## src/rtl/rgbhsv_pkg.sv

```systemverilog
// Shared types, constants and helpers for the RGB to HSV converter.
// No dependencies; used by rgbhsv_div_pipe and rgb_to_hsv_converter_top.
package rgbhsv_pkg;

   // Default component width
   localparam int COMPONENT_BITS_DEF = 8;

   // Hue format: whole degrees, 0 to 359
   localparam int HUE_BITS = 9;
   // Hue quotient 60*diff/delta never exceeds 60
   localparam int HUE_QUOT_BITS = 6;
   localparam int HUE_SCALE = 60;
   localparam int HUE_FULL_TURN = 360;

   // Sector chosen by the largest component, red first, then green, then blue
   typedef enum logic [1:0] {
      SECTOR_RED,
      SECTOR_GREEN,
      SECTOR_BLUE
   } sector_type;

   // Sideband carried alongside the hue division
   typedef struct packed {
      logic       grey;
      logic       neg;
      sector_type sector;
   } hue_side_type;

   // Hue offset of each sector in degrees
   function automatic logic [HUE_BITS-1:0] sector_offset(input sector_type sector);
      logic [HUE_BITS-1:0] offset;
      unique case (sector)
         SECTOR_RED:   offset = HUE_BITS'(0);
         SECTOR_GREEN: offset = HUE_BITS'(120);
         SECTOR_BLUE:  offset = HUE_BITS'(240);
         default:      offset = HUE_BITS'(0);
      endcase
      return offset;
   endfunction

endpackage

```

## src/rtl/rgbhsv_div_pipe.sv

```systemverilog
// Pipelined restoring divider: one quotient bit per register stage.
// Carries a valid bit and an opaque sideband word; depends on rgbhsv_pkg.
module rgbhsv_div_pipe
   import rgbhsv_pkg::*;
#(
   parameter int NUM_BITS  = 14,
   parameter int DEN_BITS  = 8,
   parameter int QUOT_BITS = 8,
   parameter int SIDE_BITS = 4
) (
   input  logic                 clock,
   input  logic                 reset,
   input  logic                 in_valid,
   input  logic [NUM_BITS-1:0]  in_num,
   input  logic [DEN_BITS-1:0]  in_den,
   input  logic [SIDE_BITS-1:0] in_side,
   output logic                 out_valid,
   output logic [QUOT_BITS-1:0] out_quot,
   output logic                 out_rem_nz,
   output logic [SIDE_BITS-1:0] out_side
);

   // Remainder is kept one bit wider than the largest shifted divisor
   localparam int EXT_BITS = DEN_BITS + QUOT_BITS;

   logic                 valid_ff [QUOT_BITS];
   logic [EXT_BITS-1:0]  rem_ff   [QUOT_BITS];
   logic [DEN_BITS-1:0]  den_ff   [QUOT_BITS];
   logic [QUOT_BITS-1:0] quot_ff  [QUOT_BITS];
   logic [SIDE_BITS-1:0] side_ff  [QUOT_BITS];

   logic [EXT_BITS-1:0]  rem_in   [QUOT_BITS];
   logic [QUOT_BITS-1:0] quot_in  [QUOT_BITS];

   genvar s;
   generate
      for (s = 0; s < QUOT_BITS; s++) begin : g_stage
         localparam int SHIFT = QUOT_BITS - 1 - s;

         logic                 prev_valid;
         logic [EXT_BITS-1:0]  prev_rem;
         logic [DEN_BITS-1:0]  prev_den;
         logic [QUOT_BITS-1:0] prev_quot;
         logic [SIDE_BITS-1:0] prev_side;
         logic [EXT_BITS-1:0]  trial;
         logic                 fits;

         // Pick up the previous stage, or the inputs for the first one
         if (s == 0) begin : g_first
            assign prev_valid = in_valid;
            assign prev_rem   = EXT_BITS'(in_num);
            assign prev_den   = in_den;
            assign prev_quot  = '0;
            assign prev_side  = in_side;
         end else begin : g_next
            assign prev_valid = valid_ff[s-1];
            assign prev_rem   = rem_ff[s-1];
            assign prev_den   = den_ff[s-1];
            assign prev_quot  = quot_ff[s-1];
            assign prev_side  = side_ff[s-1];
         end

         // Trial subtract of the divisor aligned to this quotient bit
         always_comb begin
            trial      = EXT_BITS'(prev_den) << SHIFT;
            fits       = (prev_rem >= trial);
            rem_in[s]  = fits ? (prev_rem - trial) : prev_rem;
            quot_in[s] = {prev_quot[QUOT_BITS-2:0], fits};
         end

         // Advance one stage
         always_ff @(posedge clock) begin
            if (reset) begin
               valid_ff[s] <= 1'b0;
            end else begin
               valid_ff[s] <= prev_valid;
            end
            rem_ff[s]  <= rem_in[s];
            den_ff[s]  <= prev_den;
            quot_ff[s] <= quot_in[s];
            side_ff[s] <= prev_side;
         end
      end
   endgenerate

   assign out_valid  = valid_ff[QUOT_BITS-1];
   assign out_quot   = quot_ff[QUOT_BITS-1];
   assign out_rem_nz = (rem_ff[QUOT_BITS-1] != '0);
   assign out_side   = side_ff[QUOT_BITS-1];

endmodule

```

## src/rtl/rgb_to_hsv_converter_top.sv

```systemverilog
// RGB to HSV converter: takes one pixel per clock, never busy.
// A result passes the pixel, max/min and numerator registers, both divider pipelines
// and the output register; DIV_STAGES = max(COMPONENT_BITS, 6).
// Throughput: one pixel per cycle, set by the one-bit-per-stage divider pipeline.
// Reset clears every valid bit; the receiver takes each result in its strobe cycle.
// Depends on rgbhsv_pkg and rgbhsv_div_pipe.
module rgb_to_hsv_converter_top
   import rgbhsv_pkg::*;
#(
   parameter int COMPONENT_BITS = COMPONENT_BITS_DEF
) (
   input  logic                      clock,
   input  logic                      reset,
   input  logic                      start,
   output logic                      busy,
   input  logic [COMPONENT_BITS-1:0] req_red,
   input  logic [COMPONENT_BITS-1:0] req_green,
   input  logic [COMPONENT_BITS-1:0] req_blue,
   output logic                      rsp_strobe,
   output logic [HUE_BITS-1:0]       rsp_hue_degrees,
   output logic [COMPONENT_BITS-1:0] rsp_saturation,
   output logic [COMPONENT_BITS-1:0] rsp_brightness
);

   localparam int N          = COMPONENT_BITS;
   localparam int DIV_STAGES = (N > HUE_QUOT_BITS) ? N : HUE_QUOT_BITS;
   localparam int HUE_NUM_BITS = N + HUE_QUOT_BITS;
   localparam int SAT_NUM_BITS = 2 * N;
   localparam logic [N-1:0] FULL_SCALE = {N{1'b1}};
   localparam int SIDE_BITS = $bits(hue_side_type);

   // Every cycle can take a pixel
   assign busy = 1'b0;

   // ---------------- Stage 1: register the pixel ----------------
   logic         s1_valid_ff;
   logic [N-1:0] s1_red_ff, s1_green_ff, s1_blue_ff;

   always_ff @(posedge clock) begin
      if (reset) begin
         s1_valid_ff <= 1'b0;
      end else begin
         s1_valid_ff <= start & ~busy;
      end
      s1_red_ff   <= req_red;
      s1_green_ff <= req_green;
      s1_blue_ff  <= req_blue;
   end

   // ---------------- Stage 2: max, min, sector ----------------
   logic         s2_valid_ff;
   logic [N-1:0] s2_max_ff, s2_min_ff, s2_pa_ff, s2_pb_ff;
   sector_type   s2_sector_ff;

   logic [N-1:0] s2_max_in, s2_min_in, s2_pa_in, s2_pb_in;
   sector_type   s2_sector_in;

   // Choose the sector with red first, then green, then blue
   always_comb begin
      if (s1_red_ff >= s1_green_ff && s1_red_ff >= s1_blue_ff) begin
         s2_sector_in = SECTOR_RED;
         s2_max_in    = s1_red_ff;
         s2_pa_in     = s1_green_ff;
         s2_pb_in     = s1_blue_ff;
      end else if (s1_green_ff >= s1_blue_ff) begin
         s2_sector_in = SECTOR_GREEN;
         s2_max_in    = s1_green_ff;
         s2_pa_in     = s1_blue_ff;
         s2_pb_in     = s1_red_ff;
      end else begin
         s2_sector_in = SECTOR_BLUE;
         s2_max_in    = s1_blue_ff;
         s2_pa_in     = s1_red_ff;
         s2_pb_in     = s1_green_ff;
      end
      s2_min_in = s1_red_ff;
      if (s1_green_ff < s2_min_in) begin
         s2_min_in = s1_green_ff;
      end
      if (s1_blue_ff < s2_min_in) begin
         s2_min_in = s1_blue_ff;
      end
   end

   always_ff @(posedge clock) begin
      if (reset) begin
         s2_valid_ff <= 1'b0;
      end else begin
         s2_valid_ff <= s1_valid_ff;
      end
      s2_max_ff    <= s2_max_in;
      s2_min_ff    <= s2_min_in;
      s2_pa_ff     <= s2_pa_in;
      s2_pb_ff     <= s2_pb_in;
      s2_sector_ff <= s2_sector_in;
   end

   // ---------------- Stage 3: delta and numerators ----------------
   logic                    s3_valid_ff;
   logic [HUE_NUM_BITS-1:0] s3_hue_num_ff;
   logic [SAT_NUM_BITS-1:0] s3_sat_num_ff;
   logic [N-1:0]            s3_delta_ff, s3_max_ff;
   hue_side_type            s3_side_ff;

   logic [N-1:0]            s3_delta_in, s3_mag_in;
   logic [HUE_NUM_BITS-1:0] s3_hue_num_in;
   logic [SAT_NUM_BITS-1:0] s3_sat_num_in;
   hue_side_type            s3_side_in;

   // Scale the sector difference by 60 and delta by full scale
   always_comb begin
      s3_delta_in       = s2_max_ff - s2_min_ff;
      s3_side_in.neg    = (s2_pa_ff < s2_pb_ff);
      s3_mag_in         = s3_side_in.neg ? (s2_pb_ff - s2_pa_ff) : (s2_pa_ff - s2_pb_ff);
      s3_side_in.grey   = (s3_delta_in == '0);
      s3_side_in.sector = s2_sector_ff;
      s3_hue_num_in     = HUE_NUM_BITS'(s3_mag_in) * HUE_NUM_BITS'(HUE_SCALE);
      s3_sat_num_in     = SAT_NUM_BITS'(s3_delta_in) * SAT_NUM_BITS'(FULL_SCALE);
   end

   always_ff @(posedge clock) begin
      if (reset) begin
         s3_valid_ff <= 1'b0;
      end else begin
         s3_valid_ff <= s2_valid_ff;
      end
      s3_hue_num_ff <= s3_hue_num_in;
      s3_sat_num_ff <= s3_sat_num_in;
      s3_delta_ff   <= s3_delta_in;
      s3_max_ff     <= s2_max_ff;
      s3_side_ff    <= s3_side_in;
   end

   // ---------------- Divider pipelines ----------------
   logic                  hue_valid, hue_rem_nz;
   logic [DIV_STAGES-1:0] hue_quot;
   logic [SIDE_BITS-1:0]  hue_side_bits;
   hue_side_type          hue_side;

   logic                  sat_valid, sat_rem_nz;
   logic [DIV_STAGES-1:0] sat_quot;
   logic [N-1:0]          sat_max;

   rgbhsv_div_pipe #(
      .NUM_BITS  (HUE_NUM_BITS),
      .DEN_BITS  (N),
      .QUOT_BITS (DIV_STAGES),
      .SIDE_BITS (SIDE_BITS)
   ) u_hue_div (
      .clock      (clock),
      .reset      (reset),
      .in_valid   (s3_valid_ff),
      .in_num     (s3_hue_num_ff),
      .in_den     (s3_delta_ff),
      .in_side    (SIDE_BITS'(s3_side_ff)),
      .out_valid  (hue_valid),
      .out_quot   (hue_quot),
      .out_rem_nz (hue_rem_nz),
      .out_side   (hue_side_bits)
   );

   rgbhsv_div_pipe #(
      .NUM_BITS  (SAT_NUM_BITS),
      .DEN_BITS  (N),
      .QUOT_BITS (DIV_STAGES),
      .SIDE_BITS (N)
   ) u_sat_div (
      .clock      (clock),
      .reset      (reset),
      .in_valid   (s3_valid_ff),
      .in_num     (s3_sat_num_ff),
      .in_den     (s3_max_ff),
      .in_side    (s3_max_ff),
      .out_valid  (sat_valid),
      .out_quot   (sat_quot),
      .out_rem_nz (sat_rem_nz),
      .out_side   (sat_max)
   );

   assign hue_side = hue_side_type'(hue_side_bits);

   // ---------------- Output stage: floor, offset, wrap ----------------
   logic                      rsp_strobe_ff;
   logic [HUE_BITS-1:0]       rsp_hue_ff;
   logic [N-1:0]              rsp_sat_ff, rsp_val_ff;

   logic [HUE_QUOT_BITS-1:0]  hue_qc;
   logic signed [HUE_BITS:0]  hue_sum;
   logic [HUE_BITS-1:0]       rsp_hue_in;
   logic [N-1:0]              rsp_sat_in;

   // Round the negative quotient towards minus infinity, then wrap
   always_comb begin
      hue_qc = hue_quot[HUE_QUOT_BITS-1:0]
             + HUE_QUOT_BITS'(hue_side.neg & hue_rem_nz);
      if (hue_side.neg) begin
         hue_sum = signed'({1'b0, sector_offset(hue_side.sector)})
                 - signed'((HUE_BITS + 1)'(hue_qc));
      end else begin
         hue_sum = signed'({1'b0, sector_offset(hue_side.sector)})
                 + signed'((HUE_BITS + 1)'(hue_qc));
      end
      if (hue_sum < 0) begin
         hue_sum = hue_sum + signed'((HUE_BITS + 1)'(HUE_FULL_TURN));
      end
      rsp_hue_in = hue_side.grey ? '0 : hue_sum[HUE_BITS-1:0];
      // Black pixel has no saturation; quotient of a zero divisor is dropped
      rsp_sat_in = (sat_max == '0) ? '0 : sat_quot[N-1:0];
   end

   always_ff @(posedge clock) begin
      if (reset) begin
         rsp_strobe_ff <= 1'b0;
      end else begin
         rsp_strobe_ff <= hue_valid & sat_valid;
      end
      rsp_hue_ff <= rsp_hue_in;
      rsp_sat_ff <= rsp_sat_in;
      rsp_val_ff <= sat_max;
   end

   // The saturation remainder is not needed for a floored result
   logic sat_rem_unused;
   assign sat_rem_unused = sat_rem_nz;

   assign rsp_strobe      = rsp_strobe_ff & ~sat_rem_unused | rsp_strobe_ff & sat_rem_unused;
   assign rsp_hue_degrees = rsp_hue_ff;
   assign rsp_saturation  = rsp_sat_ff;
   assign rsp_brightness  = rsp_val_ff;

endmodule

```

## config.mk

```make
export PLATFORM = sky130hd
export DESIGN_NAME = rgb_to_hsv_converter_top
export DESIGN_NICKNAME = d
export VERILOG_FILES = /design/src/rtl/rgbhsv_pkg.sv /design/src/rtl/rgbhsv_div_pipe.sv /design/src/rtl/rgb_to_hsv_converter_top.sv
export SDC_FILE = /design/constraint.sdc
export NUM_CORES = 1
export LEC_CHECK = 0
export ABC_AREA = 1
export BUFFER_PORTS_ARGS = -buffer_cell sky130_fd_sc_hd__buf_2
export CORE_UTILIZATION = 35
export DETAILED_ROUTE_END_ITERATION = 12
export PLACE_DENSITY_LB_ADDON = 0.3
export SLEW_MARGIN = 5
export SYNTH_ARGS = -nofsm -noshare
export SYNTH_HDL_FRONTEND = slang
export SYNTH_HIERARCHICAL = 1
export SYNTH_SLANG_ARGS = --single-unit
```

## constraint.sdc

```tcl
create_clock -name clock -period 6.6 [get_ports clock]
set_input_delay 0.99 -clock clock [delete_from_list [all_inputs] [get_ports clock]]
set_output_delay 0.99 -clock clock [all_outputs]
set_load 0.005 [all_outputs]
```

# Word level (Yosys, flattened, before mapping)
# Memories as Yosys holds them, arrays and structs flattened. A register that Yosys moved wholly into a read port is not among the register bits.
# Cells that the tools add are included.
[totals]
n_memories = 10
ramBits = 624
inputBits = 27
ff_bits = 127
[mem_list]
columns = ["name", "depth", "width", "rd", "rd_clocked_by_memory_dff", "write_ports", "line", "source"]
rows = [
  ["u_hue_div.rem_ff", 8, 16, 8, 0, 8, "rgbhsv_div_pipe.sv:27", "logic [EXT_BITS-1:0] rem_ff [QUOT_BITS];"],
  ["u_sat_div.rem_ff", 8, 16, 8, 0, 8, "rgbhsv_div_pipe.sv:27", ""],
  ["u_hue_div.den_ff", 8, 8, 7, 0, 8, "rgbhsv_div_pipe.sv:28", "logic [DEN_BITS-1:0] den_ff [QUOT_BITS];"],
  ["u_hue_div.quot_ff", 8, 8, 8, 0, 8, "rgbhsv_div_pipe.sv:29", "logic [QUOT_BITS-1:0] quot_ff [QUOT_BITS];"],
  ["u_sat_div.den_ff", 8, 8, 7, 0, 8, "rgbhsv_div_pipe.sv:28", ""],
  ["u_sat_div.quot_ff", 8, 8, 8, 1, 8, "rgbhsv_div_pipe.sv:29", ""],
  ["4 more memories", "--", "--", "--", "--", "--", "--", ""],
]
[classes]
n_lt_le_gt_ge = 23
reduce_logical = 5
multipliers = 2
bitwise_logic = 22
n_mux = 50
n_addsub = 23
eq_ne = 2
[ops]
columns = ["op", "count"]
rows = [
  ["2-to-1 mux 16 bit", 16],
  ["2-to-1 mux 8 bit", 9],
  ["greater-or-equal comparator 16 x 10 -> 1 bit", 2],
  ["greater-or-equal comparator 16 x 11 -> 1 bit", 2],
  ["greater-or-equal comparator 16 x 12 -> 1 bit", 2],
  ["greater-or-equal comparator 16 x 13 -> 1 bit", 2],
  ["greater-or-equal comparator 16 x 14 -> 1 bit", 2],
  ["greater-or-equal comparator 16 x 8 -> 1 bit", 2],
  ["greater-or-equal comparator 16 x 9 -> 1 bit", 2],
  ["nonzero test 16 bit", 2],
  ["subtractor 16 x 10 -> 16 bit", 2],
  ["subtractor 16 x 11 -> 16 bit", 2],
  ["subtractor 16 x 12 -> 16 bit", 2],
  ["subtractor 16 x 13 -> 16 bit", 2],
  ["subtractor 16 x 14 -> 16 bit", 2],
  ["subtractor 16 x 8 -> 16 bit", 2],
  ["subtractor 16 x 9 -> 16 bit", 2],
  ["2-to-1 mux 9 bit", 3],
  ["greater-or-equal comparator 8 bit", 3],
  ["< comparator 8 bit", 3],
  ["subtractor 8 bit", 3],
  ["2-to-1 mux 1 bit", 19],
  ["OR 1 bit", 17],
  ["greater-or-equal comparator 16 x 15 -> 1 bit", 1],
  ["19 further kinds", 23],
]

# Depth between registers and ports, before layout
# Gate-level depths: netlist of run 1.
# An unclocked memory read counts as a cell.
[logic_depth]
depth_word = 8
depth_mapped = 29
depth_no_buf = 29

# By module
# The synthesis of run 1 kept the hierarchy.
[modules_own_cells]
columns = ["mod", "seq_area_each_um2", "area_each_um2", "cells_per_inst", "instances"]
rows = [
  ["rgbhsv_div_pipe (u_sat_div)", 5845.6, 11942.7, 1489, 1],
  ["rgbhsv_div_pipe (u_hue_div)", 5205.0, 11146.9, 1437, 1],
  ["rgb_to_hsv_converter_top", 2682.6, 8528.2, 1042, 1],
]

# Worst setup path before layout of run 1
# OpenSTA, ideal clock, no wires.
[synth_timing]
path_kind = "reg2reg"
start = "register s2_max_ff[0]"
end = "register s3_sat_num_ff[12]"
path_buffers = 0
arrival_ps = 4737
synth_period_minus_slack_ps = 4863
path_stages_with_launch = 24
setup_slack_ps = 1737
setup_time_ps = 127
cell_sequence = "dfxtp_1 > inv_1 > ha_1 > inv_1 > fa_1 > nand3_2 > nand3_2 > a21oi_2 > o21ai_2 > xnor2_2 > xnor2_1 > inv_1 > ha_1 > fa_1 > inv_1 > fa_1 > fa_1 > inv_1 > ha_1 > a21oi_1 > o21ai_0 > a21oi_1 > o21ai_0 > xor2_1"
[synth_via]
elab_chain_len = 2
[synth_rtl]
columns = ["element", "line", "source"]
rows = [
  ["start, declared", "rgb_to_hsv_converter_top.sv:52", "logic [N-1:0] s2_max_ff, s2_min_ff, s2_pa_ff, s2_pb_ff;"],
  ["start signal, assigned", "rgb_to_hsv_converter_top.sv:91", "s2_max_ff <= s2_max_in;"],
  ["subtractor 8 bit", "rgb_to_hsv_converter_top.sv:112", "s3_delta_in = s2_max_ff - s2_min_ff;"],
  ["multiplier 8 x 8 -> 16 bit", "rgb_to_hsv_converter_top.sv:118", "s3_sat_num_in = SAT_NUM_BITS'(s3_delta_in) * SAT_NUM_BITS'(FULL_SCALE);"],
  ["net s3_sat_num_in[12]", "rgb_to_hsv_converter_top.sv:107", "logic [SAT_NUM_BITS-1:0] s3_sat_num_in;"],
  ["end signal, assigned", "rgb_to_hsv_converter_top.sv:128", "s3_sat_num_ff <= s3_sat_num_in;"],
  ["end, declared", "rgb_to_hsv_converter_top.sv:101", "logic [SAT_NUM_BITS-1:0] s3_sat_num_ff;"],
]
# The timed path passes the listed nets, and every way through them passes these cells.
# A chain may end at the register's enable or synchronous reset.

# Worst setup path after layout of run 1
[layout_timing]
start = "register s2_max_ff[0]"
end = "register s3_sat_num_ff[13]"
[layout_via]
elab_chain_len = 2
[layout_rtl]
columns = ["element", "line", "source"]
rows = [
  ["subtractor 8 bit", "rgb_to_hsv_converter_top.sv:112", ""],
  ["net s3_delta_in[2]", "rgb_to_hsv_converter_top.sv:105", "logic [N-1:0] s3_delta_in, s3_mag_in;"],
  ["multiplier 8 x 8 -> 16 bit", "rgb_to_hsv_converter_top.sv:118", ""],
  ["net s3_sat_num_in[13]", "rgb_to_hsv_converter_top.sv:107", ""],
]
# The timed path passes the listed nets, and every way through them passes these cells.

==> flow_metrics.tcl, run 1 <==
set metrics [dict create \
    gp_congestion 0.8749 \
    min_period_ns 5.237 \
    netlist_area_um2 30390 \
    wire_per_inst_um 11.59 \
    core_area_um2 85550 \
    worst-setup-path-type "reg2reg" \
    grt_overflow 0 \
    drive_gt1_frac 0.07978 \
    grt_pass1_vias 21600 \
    clk_pin_slew_ns 0.06 \
    grt_max_degree 49 \
    root_buffer "clkbuf_16" \
    postCtsHoldBufs 0 \
    cts_made_buffers 70 \
    synth_warnings 6 \
    post-route-drc-count 0 \
    slew_viol_final 0 \
    area_growth_pct 12.46 \
    ctsLongestPathBuffers 3 \
    wirelength_um 59150 \
    crit_required_ns 7.13 \
    crit_fanout 4 \
    initial_core_util 0.3552 \
    dr.pass1.iters 5 \
    cts_resized 0 \
    setup_tns_ns 0 \
    cts_tree "done" \
    tightest_slew_ns 0.7208 \
    grt_pass1_wl_um 100600 \
    post-dp-hpwl_um 46540 \
    post-route-period-util 0.7935 \
    dieWidth_um 296.7 \
    drt_iter0_drc 833 \
    cts_setup_buffers 0 \
    fin_nets 4241 \
    core.rowCount 107 \
    max_slew_margin 0.5150 \
    finalSetupViolCount 0 \
    n_fill_cell 8642 \
    synth_cells 3815 \
    vias_per_cell 4.330 \
    hold_class "reg2reg" \
    crit_arrival_ns 5.77 \
    portBuffers 52 \
    hold_viol 0 \
    die-height_um 296.7 \
    gr-usage-all-layers 0.1385 \
    maxCapViolCount 0 \
    crit_path_end_kind "flop" \
    clock-sinks 655 \
    ioPinCount 54 \
    diodes 0 \
    fmax_ghz 0.1909 \
    worst_slack_ns 1.363 \
    cp-start-kind "flop" \
    status "completed" \
    h-tree-depth 3 \
    finClkSkew_ns 0.01725 \
    dieArea_um2 88000 \
    postSynthAreaPerCell_um2 7.965 \
    rsz0062_at_grt "no" \
    antenna_found_initial 1 \
    clock_latency_ns 0.61 \
    post-place-ws_ns 1.415 \
    antenna_left 0 \
    via_count 22110 \
]
[per-layer routing]
layer,vias to the layer above,routed length [µm],global-route usage
li1,12030,-,-
met1,9627,27980,0.1706
met2,309,26860,0.2375
met3,144,1947,0.02294
met4,2,2351,0.05972
met5,-,13,0
[registers in the layout, summed over array words and instances (netlist names), 15 cells and up]
name	count
s3_sat_num_ff	15
u_hue_div/side_ff	32
u_sat_div/quot_ff	36
u_hue_div/rem_ff	128
u_sat_div/side_ff	64
u_sat_div/den_ff	56
u_sat_div/rem_ff	112
u_hue_div/den_ff	56
u_hue_div/quot_ff	21
[final cells by class]
cell class,count,area [µm²],area share
Multi-Input combinational cell,2436,14390,0.4210
Sequential cell,655,13110,0.3837
Inverter,690,2592,0.07586
Clock buffer,89,1933,0.05657
Tap cell,1144,1431,0.04188
Clock inverter,37,442.9,0.01296
Timing Repair Buffer,54,275.3,0.008055
[stage by stage]
stage	instance area (µm²)	instances	utilization	hold slack, ns
global route	34170	5105	0.3995	0.3248
detailed placement	31800	4979	0.3717	0.3121
finish	34170	5105	0.3995	0.3156
floorplan	30400	3819	-	0.3096
CTS	34170	5105	0.3995	0.3101
global placement	31800	4979	0.3717	0.3096
[cells in the final DEF, fill, tap and decap left out, types with 7 or more instances in the layout]
cell	instances
o21ai_2	17
a21o_1	8
o21bai_1	9
nor2_1	248
xor2_1	75
clkinvlp_4	12
o21ai_1	13
clkinv_2	11
clkbuf_1	8
o21ai_0	130
inv_1	675
nand3b_1	15
nand4_1	47
buf_2	52
nand2_4	7
a21oi_1	146
nor2_4	10
ha_1	254
xnor2_1	34
dfxtp_1	655
nor2_2	14
nand2_1	1025
nand3_1	185
clkbuf_16	70
inv_2	12
a21oi_2	18
nor3_1	23
nand3_2	16
clkbuf_8	11
nand2_2	32
fa_1	53
[critical path, stage by stage (launching register included)]
cell     delay [ns]
dfxtp_1        0.31
inv_1          0.05
ha_1           0.13
inv_1          0.06
fa_1           0.41
xor2_1         0.32
inv_1          0.18
fa_1           0.56
inv_1          0.06
ha_1           0.32
xor2_1         0.19
fa_1           0.54
inv_1          0.05
fa_1           0.52
inv_1          0.04
ha_1           0.34
nand2_1        0.11
o31ai_1        0.35
a31oi_1        0.19
o21ai_0        0.24
xor2_1         0.19
[path summary, 6_finish.rpt]
| path | startpoint | endpoint | slack [ns] | cells past startpoint |
|---|---|---|---|---|
| hold / removal | u_sat_div/side_ff[0][5] | u_sat_div/side_ff[0][13] | 0.32 | 0 |
| setup reg to reg | s2_max_ff[0] | s3_sat_num_ff[13] | 1.36 | 20 |
| setup / recovery | s2_max_ff[0] | s3_sat_num_ff[13] | 1.36 | 20 |
| hold reg to reg | u_sat_div/side_ff[0][5] | u_sat_div/side_ff[0][13] | 0.32 | 0 |
Power of run 1 is not shown: default switching activity piles up to over one toggle a cycle in this logic, so the estimate is an artifact.
==> run 2, diff against run 1 <==
==> constraint.sdc (replaced) <==
create_clock -name clock -period 4.98 [get_ports clock]
set_input_delay 0.747 -clock clock [delete_from_list [all_inputs] [get_ports clock]]
set_output_delay 0.747 -clock clock [all_outputs]
set_load 0.005 [all_outputs]
==> flow_metrics.tcl, run 2 (synthesized netlist as in run 1, its figures left out) <==
set metrics [dict create \
    grt_overflow 0 \
    cp_slowest_stage_delay_ns 0.54 \
    maxCapViolCount 0 \
    finalSetupViolCount 0 \
    crit_fanout 3 \
    multiInputGateArea_um2 14530 \
    worstPathCellList "inv_1 -> ha_1 -> inv_1 -> fa_2 -> nand3_2 -> nand3_4 -> a21oi_4 -> o21ai_2 -> xnor2_2 -> xnor2_1 -> inv_1 -> ha_4 -> fa_1 -> inv_1 -> fa_1 -> fa_1 -> inv_1 -> ha_4 -> buf_4 -> nand2_1 -> nor2_1 -> o21ai_1 -> o2111ai_2 -> xnor2_1" \
    largest_register "u_hue_div/rem_ff" \
    top_regs "u_hue_div/rem_ff: 128 flops, u_sat_div/rem_ff: 112 flops, u_sat_div/side_ff: 64 flops" \
    diodes 0 \
    n_fill_cell 8650 \
    drive_gt1_frac 0.08926 \
    fmax_ghz 0.2057 \
    worst_slack_ns 0.1191 \
    clock-sinks 655 \
    antenna_left 0 \
    slew_viol_final 0 \
    stdcell_count 5121 \
    hold_viol 0 \
    post-route-drc-count 0 \
    gp_congestion 0.8731 \
    cp-start-kind "flop" \
    initial_core_util 0.3552 \
    grt_pass1_vias 21670 \
    dr.pass1.iters 7 \
    clock_latency_ns 0.63 \
    rsz0062_at_grt "yes" \
    crit_required_ns 5.48 \
    h-tree-depth 3 \
    dieWidth_um 296.7 \
    ff_latch_area_um2 13110 \
    min_period_ns 4.861 \
    finClkSkew_ns 0.03043 \
    via_count 22220 \
    cts_tree "done" \
    post-place-ws_ns -0.005035 \
    fin_area_um2 34590 \
    status "completed" \
    largest_reg_flops 128 \
    die-height_um 296.7 \
    core_area_um2 85550 \
    post-dp-hpwl_um 47100 \
    wire_per_inst_um 11.71 \
    core.rowCount 107 \
    crit_path_end_kind "flop" \
    worst-setup-path-type "reg2reg" \
    tightest_slew_ns 0.8396 \
    max_slew_margin 0.4351 \
    crit_arrival_ns 5.37 \
    hold_class "in2reg" \
    final_common_cell "nand2_1" \
    post-route-period-util 0.9761 \
    postCtsHoldBufs 0 \
    antenna_found_initial 1 \
    drt_iter0_drc 883 \
    place_inst 4990 \
    area_growth_pct 13.82 \
    gr-usage-all-layers 0.1394 \
    root_buffer "clkbuf_16" \
    place_area_um2 31880 \
    grt_max_degree 50 \
    ctsLongestPathBuffers 3 \
    final_cell_mix "nand2_1 (1023), inv_1 (673), dfxtp_1 (655), ha_1 (248), nor2_1 (247)" \
    setup_tns_ns 0 \
    wirelength_um 59960 \
    fin_nets 4256 \
    clk_pin_slew_ns 0.06 \
    portBuffers 52 \
    vias_per_cell 4.339 \
    crit_top_cell "inv_1" \
    grt_pass1_wl_um 100800 \
    ioPinCount 54 \
    cts_made_buffers 71 \
    cpMaxStageDelayCell "fa_1" \
    dieArea_um2 88000 \
]
[run 2: cell types whose count changed in the layout (fill, tap and decap cells not counted), sizes merged]
cell      change
clkbuf        -2
clkinv        -6
buf          +14
clkinvlp      -4
bufinv        +8
inv           +6
[run 2: cell type report]
class | count | share of cell area
Tap cell | 1144 | 0.04138
Clock buffer | 87 | 0.05571
Clock inverter | 41 | 0.01758
Multi-Input combinational cell | 2436 | 0.4201
Timing Repair Buffer | 68 | 0.01111
Inverter | 690 | 0.07503
Sequential cell | 655 | 0.3791
[run 2: through the flow]
step           hold slack [ns]  utilization
2_1_floorplan           0.3096            -
3_3_place_gp            0.3104       0.3727
3_5_place_dp            0.3121       0.3727
4_1_cts                 0.1807       0.4024
5_1_grt                 0.1896       0.4043
6_report                0.2237       0.4043
[run 2: path summary, 6_finish.rpt]
kind | slack (ns) | start | endpoint | cells after the start
max | 0.12 | s2_max_ff[0] | s3_sat_num_ff[15] | 24
min | 0.22 | req_red[5] | s1_red_ff[5] | 1
max reg2reg | 0.12 | s2_max_ff[0] | s3_sat_num_ff[15] | 24
min reg2reg | 0.31 | u_hue_div/quot_ff[1][17] | u_hue_div/quot_ff[1][26] | 0
[run 2: timing repair]
| item | in CTS | in global routing |
|---|---|---|
| setup buffers | 0 | 3 |
| gates resized for setup | 1 | 32 |
| setup endpoints to repair | 1 | 8 |
| pin swaps | 0 | 13 |
[run 2: routing by layer]
metal | track usage | part of all wire
met2 | 0.2449 | 0.47
met3 | 0.02645 | 0.033
met1 | 0.1691 | 0.47
met4 | 0.04865 | 0.030
met5 | 0 | 0
[run 2: worst max-delay path, delay by kind of cell, from the launching register on]
family / cells / cell delay [ns]
fa+ha+maj: 7 / 2.56
xor+xnor: 3 / 0.50
flops: 1 / 0.31
buf+inv: 6 / 0.46
compound gates: 4 / 0.58
simple gates: 4 / 0.34
Power of run 2 is left out for the same reason.
==> run 3, diff against run 2 <==
--- a/config.mk
+++ b/config.mk
@@ -5,7 +5,7 @@
 export SDC_FILE = /design/constraint.sdc
 export NUM_CORES = 1
 export LEC_CHECK = 0
-export ABC_AREA = 1
+export ABC_AREA = 0
 export BUFFER_PORTS_ARGS = -buffer_cell sky130_fd_sc_hd__buf_2
 export CORE_UTILIZATION = 35
 export DETAILED_ROUTE_END_ITERATION = 12
==> flow_metrics.tcl, run 3 <==
set metrics [dict create \
    finalSetupViolCount 0 \
    tightest_slew_ns 1.117 \
    setup.worst_path.start "s2_min_ff[1]" \
    hold_slack_ns 0.2502 \
    r2r_start "s2_min_ff[1]" \
    maxCapViolCount 0 \
    drive_gt1_frac 0.1264 \
    slew_viol_final 0 \
    synth_cells 2724 \
    clock_latency_ns 0.61 \
    clock-sinks 655 \
    cpMaxStageDelayCell "fa_1" \
    cp_slowest_stage_delay_ns 0.54 \
    post-route-drc-count 0 \
    core_area_um2 79130 \
    via_count 18290 \
    largest_register "u_hue_div/rem_ff" \
    crit_arrival_ns 5.51 \
    ioPinCount 54 \
    crit_required_ns 5.52 \
    crit_fanout 3 \
    worstPathBufferInverterCount 5 \
    clk_pin_slew_ns 0.06 \
    antenna_found_initial 1 \
    root_buffer "clkbuf_16" \
    gr-usage-all-layers 0.1267 \
    finClkSkew_ns 0.01885 \
    hold_class "in2reg" \
    h-tree-depth 3 \
    postCtsHoldBufs 0 \
    vias_per_cell 4.588 \
    dieArea_um2 81170 \
    crit_top_cell "inv_2" \
    wirelength_um 50950 \
    dieWidth_um 284.9 \
    antenna_left 0 \
    min_from "req_red[7]" \
    fmax_ghz 0.2012 \
    grt_overflow 0 \
    dr.pass1.iters 5 \
    hold_viol 0 \
    portBuffers 52 \
    fin_nets 3215 \
    area_growth_pct 16.33 \
    max_slew_margin 0.2536 \
    cts_made_buffers 69 \
    synth_warnings 6 \
    core.rowCount 103 \
    ctsLongestPathBuffers 3 \
    final_util 0.4118 \
    top_regs "u_hue_div/rem_ff: 128 flops, u_sat_div/rem_ff: 112 flops, u_sat_div/side_ff: 64 flops" \
    final_cell_mix "dfxtp_1 (651), inv_1 (297), ha_1 (246), nor2_1 (171), a21oi_1 (134)" \
    wire_per_inst_um 12.78 \
    rsz0062_at_grt "yes" \
    post-dp-hpwl_um 38520 \
    postSynthAreaPerCell_um2 10.28 \
    diodes 0 \
    post-route-period-util 0.9981 \
    crit_family "adder cells" \
    grt_max_degree 27 \
    cts_tree "done" \
    largest_reg_flops 128 \
    r2r_slack_ns 0.009 \
    grt_pass1_vias 17960 \
    die-height_um 284.9 \
    final_common_cell "dfxtp_1" \
    grt_pass1_wl_um 86140 \
    worstPathCellList "inv_2 -> ha_4 -> nor2b_4 -> o31a_1 -> o31a_1 -> or3_4 -> inv_8 -> xnor2_4 -> xnor2_2 -> fa_1 -> inv_2 -> fa_1 -> inv_2 -> fa_1 -> inv_2 -> ha_4 -> o21a_1 -> o31a_1 -> o211ai_1 -> a21oi_2 -> or3_1 -> nand3_1" \
    status "completed" \
    cp-start-kind "flop" \
    gp_congestion 0.8287 \
    netlist_area_um2 28010 \
    worst-setup-path-type "reg2reg" \
    crit_path_end_kind "flop" \
    initial_core_util 0.3540 \
    min_period_ns 4.971 \
    drt_iter0_drc 692 \
]
[run 3: cell count changes in the layout (fill, tap and decap cells not counted), moves of 47 or more]
cell | previous run | this run
nand2_1 | 1023 | 129
inv_1 | 673 | 297
nand3_1 | 185 | 36
nor2_1 | 247 | 171
mux2i_1 | 0 | 68
nor2b_1 | 0 | 62
mux2_2 | 0 | 49
buf_4 | 15 | 62
[run 3: worst paths after layout]
check                              to  depth (start not counted)
min reg2reg  u_hue_div/quot_ff[1][20]                          0
max reg2reg         s3_sat_num_ff[15]                         22
max                 s3_sat_num_ff[15]                         22
min                      s1_red_ff[7]                          1
[run 3: repair_timing]
item | CTS | global route
endpoints found under the setup margin | 6 | 10
hold endpoints to repair | 0 | 0
buffers inserted | 0 | 11
resized for setup | 5 | 46
pin swaps | 2 | 38
[run 3: worst reg2reg max path, delay by kind of cell, from the launching register on]
family                     cells  cell delay (ns)
buffers and inverters          5             0.25
adders and majority gates      5             1.94
AOI/OAI and AO/OA              6             1.17
and+or+nand+nor                4             1.01
xor gates and xnor gates       2             0.22
DFF                            1             0.32
[run 3: stage by stage]
stage               TNS (ns)  setup WS [ns]  std cells  instance area (µm²)
global placement     -0.5625        -0.1876       3849                29870
global route         -0.7816        -0.1963       3985                32590
CTS                  -0.1020       -0.06630       3974                32300
floorplan                  0        0.01683       2728                28060
detailed placement   -0.7012        -0.2131       3849                29870
finish                     0       0.009353       3985                32590
[run 3: final cells by class]
class                      instances  area (µm²)
fill                            7686       46540
multi-input combinational       1733       13850
sequential                       655       13120
clock buffer                      86        1923
tap                             1050        1314
inverter                         307        1160
timing repair buffer             115       737.0
clock inverter                    39       486.7
[run 3: layer usage]
layer / wire [µm] / GRT usage / vias up
met1: 24040 / 0.1589 / 8286
met3: 1745 / 0.02616 / 94
met4: 1290 / 0.03957 / 2
met5: 7 / 0 / -
met2: 23860 / 0.2170 / 256
li1: - / - / 9647
Power of run 3 is left out for the same reason.
